## src/rtl/mm_pkg.sv

```systemverilog
// Package with the shared types and constants of the matrix multiply block.
`default_nettype none
package mm_pkg;

   localparam int CMD_WIDTH       = 2;
   localparam int IDX_WIDTH       = 3;
   localparam int ELEM_WIDTH      = 35;
   localparam int DIM_REG_WIDTH   = 4;
   localparam int CSR_INDEX_WIDTH = 2;

   localparam logic [CMD_WIDTH-1:0] CMD_LOAD_A = 2'd0;
   localparam logic [CMD_WIDTH-1:0] CMD_LOAD_B = 2'd1;
   localparam logic [CMD_WIDTH-1:0] CMD_START  = 2'd2;

   localparam logic [CSR_INDEX_WIDTH-1:0] REG_ROWS_A = 2'd0;
   localparam logic [CSR_INDEX_WIDTH-1:0] REG_COLS_A = 2'd1;
   localparam logic [CSR_INDEX_WIDTH-1:0] REG_ROWS_B = 2'd2;
   localparam logic [CSR_INDEX_WIDTH-1:0] REG_COLS_B = 2'd3;

   localparam logic [DIM_REG_WIDTH-1:0] DIM_RESET = 4'd8;

   typedef struct packed {
      logic [DIM_REG_WIDTH-1:0] rows_a;
      logic [DIM_REG_WIDTH-1:0] cols_a;
      logic [DIM_REG_WIDTH-1:0] rows_b;
      logic [DIM_REG_WIDTH-1:0] cols_b;
   } mm_dims_type;

   typedef struct packed {
      logic a_we;
      logic b_we;
   } mm_wr_type;

endpackage
`default_nettype wire

```

## src/rtl/mm_engine.sv

```systemverilog
// Multiply sequencer with the multiply-accumulate pipeline and the response register.
`default_nettype none
module mm_engine
   import mm_pkg::*;
#(
   parameter int MAX_DIM     = 8,
   parameter int VALUE_WIDTH = 16,
   parameter int ADDR_WIDTH  = 6
) (
   input  wire                          clock,
   input  wire                          reset,
   input  wire                          start,
   input  mm_dims_type                  dims,
   output logic                         busy,
   output logic [ADDR_WIDTH-1:0]        rd_addr_a,
   output logic [ADDR_WIDTH-1:0]        rd_addr_b,
   input  wire signed [VALUE_WIDTH-1:0] rd_data_a,
   input  wire signed [VALUE_WIDTH-1:0] rd_data_b,
   output logic                         rsp_valid,
   input  wire                          rsp_ready,
   output logic [IDX_WIDTH-1:0]         rsp_row,
   output logic [IDX_WIDTH-1:0]         rsp_col,
   output logic signed [ELEM_WIDTH-1:0] rsp_element,
   output logic                         rsp_last,
   output logic                         rsp_error
);
   localparam int DW = $clog2(MAX_DIM);
   localparam int PW = 2 * VALUE_WIDTH;
   localparam int XW = (PW > ELEM_WIDTH) ? PW : ELEM_WIDTH;

   typedef enum logic [2:0] {
      ST_IDLE,
      ST_RUN,
      ST_DRAIN,
      ST_EMIT,
      ST_ERROR
   } state_type;

   function automatic logic [DW-1:0] last_index(input logic [DIM_REG_WIDTH-1:0] r);
      logic [DIM_REG_WIDTH-1:0] t;
      if (r == '0) begin
         t = '0;
      end else if (r > DIM_REG_WIDTH'(MAX_DIM)) begin
         t = DIM_REG_WIDTH'(MAX_DIM - 1);
      end else begin
         t = r - 1'b1;
      end
      return t[DW-1:0];
   endfunction

   state_type                    state_ff, state_in;
   logic [DW-1:0]                i_ff, i_in;
   logic [DW-1:0]                j_ff, j_in;
   logic [DW-1:0]                k_ff, k_in;
   logic [DW-1:0]                ra_ff, ra_in;
   logic [DW-1:0]                ca_ff, ca_in;
   logic [DW-1:0]                cb_ff, cb_in;
   logic                         rsp_valid_ff, rsp_valid_in;
   logic [IDX_WIDTH-1:0]         rsp_row_ff, rsp_row_in;
   logic [IDX_WIDTH-1:0]         rsp_col_ff, rsp_col_in;
   logic signed [ELEM_WIDTH-1:0] rsp_element_ff, rsp_element_in;
   logic                         rsp_last_ff, rsp_last_in;
   logic                         rsp_error_ff, rsp_error_in;

   logic                         issue;
   logic                         d1_valid_ff, d1_first_ff, d1_final_ff;
   logic                         p_valid_ff, p_first_ff, p_final_ff;
   logic                         acc_done_ff;
   logic signed [PW-1:0]         mult;
   logic signed [XW-1:0]         mult_x;
   logic signed [ELEM_WIDTH-1:0] prod_ff;
   logic signed [ELEM_WIDTH-1:0] acc_ff, acc_in;
   logic                         out_free;
   logic                         final_elem;

   assign issue      = (state_ff == ST_RUN);
   assign out_free   = !rsp_valid_ff || rsp_ready;
   assign final_elem = (i_ff == ra_ff) && (j_ff == cb_ff);

   assign rd_addr_a = ADDR_WIDTH'(i_ff) * ADDR_WIDTH'(MAX_DIM) + ADDR_WIDTH'(k_ff);
   assign rd_addr_b = ADDR_WIDTH'(k_ff) * ADDR_WIDTH'(MAX_DIM) + ADDR_WIDTH'(j_ff);

   assign mult   = rd_data_a * rd_data_b;
   assign mult_x = XW'(mult);

   always_comb begin
      acc_in = acc_ff;
      if (p_valid_ff) begin
         acc_in = (p_first_ff ? '0 : acc_ff) + prod_ff;
      end
   end

   always_ff @(posedge clock) begin
      if (reset) begin
         d1_valid_ff <= 1'b0;
         p_valid_ff  <= 1'b0;
         acc_done_ff <= 1'b0;
         acc_ff      <= '0;
      end else begin
         d1_valid_ff <= issue;
         p_valid_ff  <= d1_valid_ff;
         acc_done_ff <= p_valid_ff && p_final_ff;
         acc_ff      <= acc_in;
      end
      d1_first_ff <= (k_ff == '0);
      d1_final_ff <= (k_ff == ca_ff);
      p_first_ff  <= d1_first_ff;
      p_final_ff  <= d1_final_ff;
      prod_ff     <= mult_x[ELEM_WIDTH-1:0];
   end

   always_comb begin
      state_in       = state_ff;
      i_in           = i_ff;
      j_in           = j_ff;
      k_in           = k_ff;
      ra_in          = ra_ff;
      ca_in          = ca_ff;
      cb_in          = cb_ff;
      rsp_valid_in   = rsp_valid_ff && !rsp_ready;
      rsp_row_in     = rsp_row_ff;
      rsp_col_in     = rsp_col_ff;
      rsp_element_in = rsp_element_ff;
      rsp_last_in    = rsp_last_ff;
      rsp_error_in   = rsp_error_ff;
      unique case (state_ff)
         ST_IDLE: begin
            if (start) begin
               ra_in = last_index(dims.rows_a);
               ca_in = last_index(dims.cols_a);
               cb_in = last_index(dims.cols_b);
               i_in  = '0;
               j_in  = '0;
               k_in  = '0;
               if (last_index(dims.cols_a) != last_index(dims.rows_b)) begin
                  state_in = ST_ERROR;
               end else begin
                  state_in = ST_RUN;
               end
            end
         end
         ST_RUN: begin
            if (k_ff == ca_ff) begin
               k_in     = '0;
               state_in = ST_DRAIN;
            end else begin
               k_in = k_ff + 1'b1;
            end
         end
         ST_DRAIN: begin
            if (acc_done_ff) begin
               state_in = ST_EMIT;
            end
         end
         ST_EMIT: begin
            if (out_free) begin
               rsp_valid_in   = 1'b1;
               rsp_row_in     = IDX_WIDTH'(i_ff);
               rsp_col_in     = IDX_WIDTH'(j_ff);
               rsp_element_in = acc_ff;
               rsp_last_in    = final_elem;
               rsp_error_in   = 1'b0;
               if (final_elem) begin
                  state_in = ST_IDLE;
               end else begin
                  state_in = ST_RUN;
                  if (j_ff == cb_ff) begin
                     j_in = '0;
                     i_in = i_ff + 1'b1;
                  end else begin
                     j_in = j_ff + 1'b1;
                  end
               end
            end
         end
         ST_ERROR: begin
            if (out_free) begin
               rsp_valid_in   = 1'b1;
               rsp_row_in     = '0;
               rsp_col_in     = '0;
               rsp_element_in = '0;
               rsp_last_in    = 1'b1;
               rsp_error_in   = 1'b1;
               state_in       = ST_IDLE;
            end
         end
         default: begin
            state_in = ST_IDLE;
         end
      endcase
   end

   always_ff @(posedge clock) begin
      if (reset) begin
         state_ff     <= ST_IDLE;
         rsp_valid_ff <= 1'b0;
         i_ff         <= '0;
         j_ff         <= '0;
         k_ff         <= '0;
      end else begin
         state_ff     <= state_in;
         rsp_valid_ff <= rsp_valid_in;
         i_ff         <= i_in;
         j_ff         <= j_in;
         k_ff         <= k_in;
      end
      ra_ff          <= ra_in;
      ca_ff          <= ca_in;
      cb_ff          <= cb_in;
      rsp_row_ff     <= rsp_row_in;
      rsp_col_ff     <= rsp_col_in;
      rsp_element_ff <= rsp_element_in;
      rsp_last_ff    <= rsp_last_in;
      rsp_error_ff   <= rsp_error_in;
   end

   assign busy        = (state_ff != ST_IDLE);
   assign rsp_valid   = rsp_valid_ff;
   assign rsp_row     = rsp_row_ff;
   assign rsp_col     = rsp_col_ff;
   assign rsp_element = rsp_element_ff;
   assign rsp_last    = rsp_last_ff;
   assign rsp_error   = rsp_error_ff;
endmodule
`default_nettype wire

```

## config.mk

```make
export PLATFORM = sky130hd
export DESIGN_NAME = mm_engine
export DESIGN_NICKNAME = d
export VERILOG_FILES = /design/src/rtl/mm_pkg.sv /design/src/rtl/mm_engine.sv
export SDC_FILE = /design/constraint.sdc
export NUM_CORES = 1
export LEC_CHECK = 0
export BUFFER_PORTS_ARGS = -buffer_cell sky130_fd_sc_hd__buf_2
export CAP_MARGIN = 20
export CORE_MARGIN = 5
export CORE_UTILIZATION = 50
export DETAILED_ROUTE_END_ITERATION = 8
export GPL_TIMING_DRIVEN = 0
export MAX_ROUTING_LAYER = met4
export PLACE_DENSITY = 0.78
export REMOVE_ABC_BUFFERS = 1
export SLEW_MARGIN = 30
export SYNTH_ARGS = -nofsm -noshare
export SYNTH_HDL_FRONTEND = slang
export SYNTH_SLANG_ARGS = --single-unit
```

## constraint.sdc

```tcl
create_clock -name clock -period 7.6 [get_ports clock]
set_clock_uncertainty 0.2 [all_clocks]
set_input_delay 0.38 -clock clock [delete_from_list [all_inputs] [get_ports clock]]
set_output_delay 0.38 -clock clock [all_outputs]
set_load 0.01 [all_outputs]
```

Word-level counts from Yosys, hierarchy flattened

Cells that the tools add are included.

Add/subtract/negate cells: 10
Multipliers: 1
Divide/modulo/power cells: 0
$lt $le $gt $ge: 4
Equality and inequality tests: 15
Shifts and indexed selects: 0
Mux-type cells: 44
Bitwise operators: 0
Reductions and logical operators: 23

Operator list:

| kind                  | number |
|---|---|
| $mux W35              | 3 |
| $mux W3               | 26 |
| $pmux W35 S2          | 1 |
| $add A35 B35 Y35      | 1 |
| $mul A16 B16 Y32      | 1 |
| $pmux W3 S2           | 5 |
| $gt A4 B4 Y1 const B  | 4 |
| $logic_not A4 Y1      | 4 |
| $pmux W3 S5           | 1 |
| $add A6 B3 Y6         | 2 |
| $ne A2 B2 Y1 const B  | 6 |
| $sub A3 B1 Y3 const B | 4 |
| $reduce_and A5 Y1     | 2 |
| $add A3 B1 Y3 const B | 3 |
| $eq A3 B3 Y1          | 3 |
| $eq A3 B2 Y1 const B  | 2 |
| $logic_not A3 Y1      | 2 |
| $mux W1               | 6 |
| $reduce_bool A2 Y1    | 3 |
| $pmux W1 S2           | 2 |
| $reduce_and A2 Y1     | 2 |
| $reduce_and A4 Y1     | 1 |
| $eq A3 B1 Y1 const B  | 1 |
| $eq A3 B3 Y1 const B  | 1 |
| 8 further kinds       | 11 |

Flip-flop bits (word level): 139
Bits in latches: 0
RAM bits: 0
Memory bits (read-only): 0
Bits of input ports: 52
Output and inout bits: 57
Logic and storage cells: 119
Memories kept: 0

Logic depth before layout (Yosys ltp)

Depth after elaboration: 9
Depth in mapped cells: 25
Mapped depth without buffers: 24

Worst setup path after synthesis

Ideal clock, no wire load.

Path kind: input-to-reg
Start: input rd_data_a[15]
End: register prod_ff[30]
Library setup time: 72 ps
Arrival time: 5897 ps
Data required time: 7328 ps
Path slack: 1430 ps
Stages on the path: 23
Buffers on the path: 1
Cell sequence: clkbuf_1 -> nand2_1 -> inv_1 -> fa_1 -> inv_1 -> fa_1 -> inv_1 -> fa_1 -> inv_1 -> fa_1 -> fa_1 -> fa_1 -> inv_1 -> ha_1 -> nand2_1 -> a21oi_1 -> a211o_1 -> a21o_1 -> o21ai_1 -> o2bb2ai_1 -> o21ai_1 -> a311oi_1 -> xnor2_1

Longest elaborated chain between the ends: 1

Ends and longest elaborated chain:

| item                 | RTL line         | text |
|---|---|---|
| start, declared      | mm_engine.sv:17  | `input wire signed [VALUE_WIDTH-1:0] rd_data_a,` |
| $mul A16 B16 Y32     | mm_engine.sv:83  | `assign mult = rd_data_a * rd_data_b;` |
| net mult[30]         | mm_engine.sv:69  | `logic signed [PW-1:0] mult;` |
| end signal, assigned | mm_engine.sv:109 | `prod_ff <= mult_x[ELEM_WIDTH-1:0];` |
| end, declared        | mm_engine.sv:71  | `logic signed [ELEM_WIDTH-1:0] prod_ff;` |

The timed path passes the listed nets, and every way through them passes these cells.
A chain may end at the register's enable or synchronous reset.

Worst setup path after layout

Start: input rd_data_b[1]
End: register prod_ff[30]

Longest elaborated chain between the ends: 1

Ends and longest elaborated chain:

| item             | RTL line        | text |
|---|---|---|
| start, declared  | mm_engine.sv:18 | `input wire signed [VALUE_WIDTH-1:0] rd_data_b,` |
| $mul A16 B16 Y32 | mm_engine.sv:83 |  |
| net mult[30]     | mm_engine.sv:69 |  |

The timed path passes the listed nets, and every way through them passes these cells.

==> impl_summary.md <==
Outcome
The flow ran to the end, and the final reports show no timing, DRC or antenna violations.

Timing
Dividing the final minimum period by the clock period gives between 80% and 90%. The final-report max-slew violation count is 0. The setup violation total in the final timing report is 0.

For the final routed database, the setup TNS stands at 0 ps. Setup repair after global routing left no endpoint under its margin. Measured against its own limit, the worst slew margin works out to roughly 45%. Setup slack closes at approximately 1200 ps. At the pin with the least slew margin, the transition time is 824 ps. The final hold violation count is 0. The achievable frequency is roughly 160 MHz.

The worst path needs ~6400 ps of the cycle, external delays included.

Detailed routing
Dividing the detail-routed wire length by the instance count gives about 16 µm. The total DRC errors in the routed layout is 0. The number of nets with antenna violations after routing is 0.

The sum of routed wire length over all layers is around 36 mm. The detailed router finished its first iteration with slightly below 700 violations. After detailed routing, the number of vias per cell comes to 5.29. The first detailed-routing pass ran for 7 iterations. The via total after detailed routing is approximately 12,000.

Synthesis
By area, the combinational part of the netlist is dominated by adder cells. By area the synthesized netlist is led by sky130_fd_sc_hd__fa_1, sky130_fd_sc_hd__dfxtp_1, sky130_fd_sc_hd__edfxtp_1. After synthesis, the share of cell area in mux cells is 1.21%.

The Yosys step of the flow raised 0 warnings. The post-synthesis instance area is 16,700 µm². The number of different library cells used by synthesis comes to between 60 and 70. The share of the synthesized area in the top cell type is 31.5%. The parity-gate share of the synthesized area counting xor and xnor cells is under 10%. For this run, the leading register cell type out of synthesis is sky130_fd_sc_hd__dfxtp_1. After synthesis the netlist holds a flip-flop and latch count of 139. In the synthesized netlist, the number of instances is between 1,500 and 2,000. After synthesis, the share of flip-flops with an asynchronous set or reset is 0%. The cell type with the largest total area after synthesis is sky130_fd_sc_hd__fa_1.

Summing the sequential cell areas from Yosys gives between 10% and 20% of the chip area. Yosys mapped a number of flops with a built-in enable equal to 52. In this run the mean area of a mapped cell was a little over 9 µm². The share of synthesized cell area in and, or, nand and nor gates is about 17%. The synthesized netlist devotes 8.77% of its cell area to compound gates. The adder and majority cell fraction of the synthesized area is around two fifths.

Floorplan
The floorplan step set the die height to ~190 µm. The number of top-level pins is around 110. The core region is approximately 33,000 µm².

After floorplanning, the core was divided into 67 placement rows. Once the floorplan was initialized, standard cells occupied about half of the core. The die covers roughly 37,000 µm². The die width is roughly 190 µm.

Global route
The number of antenna violations at the first check in global routing came to 0. The via count of the first global-routing pass came to around 13,000. The first global-routing pass estimated 62.0 mm of wire.

The pin count of the biggest net entering global routing is 61. The total routing resource utilization after global routing is between 20% and 30%. After global routing the overflow that remains totals 0.

Clock tree
The clock transition at the registers of the reported paths is ~60 ps. The setup fix buffers added after clock tree synthesis is 0. The number of buffers on the longest clock path is 2. The buffer type at the clock tree root is sky130_fd_sc_hd__clkbuf_16. The CTS tree is yes. The later pin in the worst-skew pair is clocked with a latency of around 420 ps. The number of clock sinks is roughly 140.

The clock tree synthesis step divided the H-tree into 4 levels. The post-cts sizing count is 0. Counting the buffers created by CTS gives 17. The hold-fix buffer count after cts is 0.

Setup path
The worst setup path is captured at a flip-flop. The slowest stage of the critical path is the sky130_fd_sc_hd__fa_1 cell. The critical-path maximum fanout is 16. Data on the critical path arrives at its endpoint at 6530 ps. The critical path's top delay family is adder cells. STA classifies the critical path startpoint as an input pin. STA puts the critical path data required time at just under 8000 ps. The biggest cell delay along the critical path is about 700 ps. Counting both buffers and inverters, the worst setup path holds a total of 6.

The critical path starts at rd_data_b[1]. The worst register-to-register path begins at p_first_ff. Traced cell by cell, the critical path runs through buf_2 -> nand2_1 -> inv_1 -> fa_1 -> inv_1 -> fa_1 -> inv_1 -> fa_1 -> inv_1 -> fa_1 -> fa_1 -> fa_1 -> inv_1 -> ha_1 -> nand2_1 -> a21oi_1 -> a211o_1 -> a21o_1 -> o21ai_1 -> o2bb2ai_1 -> o21ai_1 -> a311oi_1 -> xnor2_1. The setup path with the least slack is of type in2reg.

The most numerous cell on the critical path is sky130_fd_sc_hd__fa_1.

Placement
Once detailed placement completed, the half-perimeter wirelength came to 28.9 mm. The routability congestion estimate from global placement is about 0.89. The number of input and output port buffers inserted is around 110. The pre-CTS setup slack is 874 ps.

Cells and area
From synthesis to final layout, the design area changed by 9.45%. In the final layout, the share of cells above drive strength 1 is 8.28%. The antenna diode instance count is 0. Leaving out fill and tap cells, the most frequent cells in the layout are sky130_fd_sc_hd__inv_1, sky130_fd_sc_hd__fa_1, sky130_fd_sc_hd__nand2_1, sky130_fd_sc_hd__and2_1, sky130_fd_sc_hd__ha_1.

The most common cell after layout, fill and taps aside is sky130_fd_sc_hd__inv_1. Fill cells in the final layout number ~2,900. The final layout contains about 2,300 nets.

Run
The count of max-cap constraint violations is 0.

Worst hold path
The path type of the worst min-delay path is in2reg. In this run the most critical hold path is launched from dims[3].
[cell usage after synthesis, drive strengths merged (14+ instances only)]
cell type	count
mux2i	19
nor2	103
a21o	20
nor3	27
o21a	14
dfxtp	87
xor2	18
xnor2	53
clkbuf	57
a21oi	79
edfxtp	52
inv	317
nand2b	19
nand2	165
ha	124
o21ai	43
fa	263
and2	125
nor2b	82
[cells by family (layout without fill, tap and decap cells)]
kind of cell / count (synthesis) / after routing
multiplexers: 20 / 20
buffers and inverters: 381 / 460
adder cells (fa/ha/maj): 388 / 388
AND/OR/NAND/NOR: 566 / 566
AO/OA/AOI/OAI: 228 / 228
XOR/XNOR: 71 / 71
flip-flops: 139 / 139
[final timing paths]
kind	cells after the start	slack, ps	to
min	2	40	cb_ff[2]
max reg2reg	13	3530	acc_ff[33]
min reg2reg	0	130	p_first_ff
max	23	1210	prod_ff[30]
[metrics by stage]
stage	hold WS (ps)	instances	instance area (µm²)	utilization (%)
after floorplan	110	1729	16500	-
after global placement	112	2285	17600	52.8
after detailed placement	112	2288	17700	53.0
after CTS	30.3	2320	18300	55.0
after global routing	47.7	2320	18300	55.0
final	41.2	2320	18300	55.0
[registers in the layout (all words and copies together), names as in the netlist, 3 cells and up]
register,cells
rsp_element,35
i_ff,3
cb_ff,3
k_ff,3
rsp_row,3
ca_ff,3
j_ff,3
state_ff,3
rsp_col,3
acc_ff,35
ra_ff,3
prod_ff,32
[final cells by class]
cell class	count	area (µm²)	area share (%)
multi-input cells	1273	12000	65.5
flip-flops and latches	139	3310	18.1
inverters	317	1190	6.50
repair buffers	111	618	3.38
well taps	448	561	3.06
clock buffers	20	447	2.44
clock inverters	12	195	1.07
[metal layers]
layer | track usage [%] | up-vias | wire length (µm)
met5 | - | - | 0
met2 | 36.3 | 335 | 18000
met3 | 3.13 | 56 | 1880
met4 | 5.54 | 0 | 730
li1 | - | 5776 | -
met1 | 25.8 | 6111 | 15500
Power is left out: the tool's default activity adds up to more than one toggle a clock period on the data nets, which glitch-free logic cannot reach.
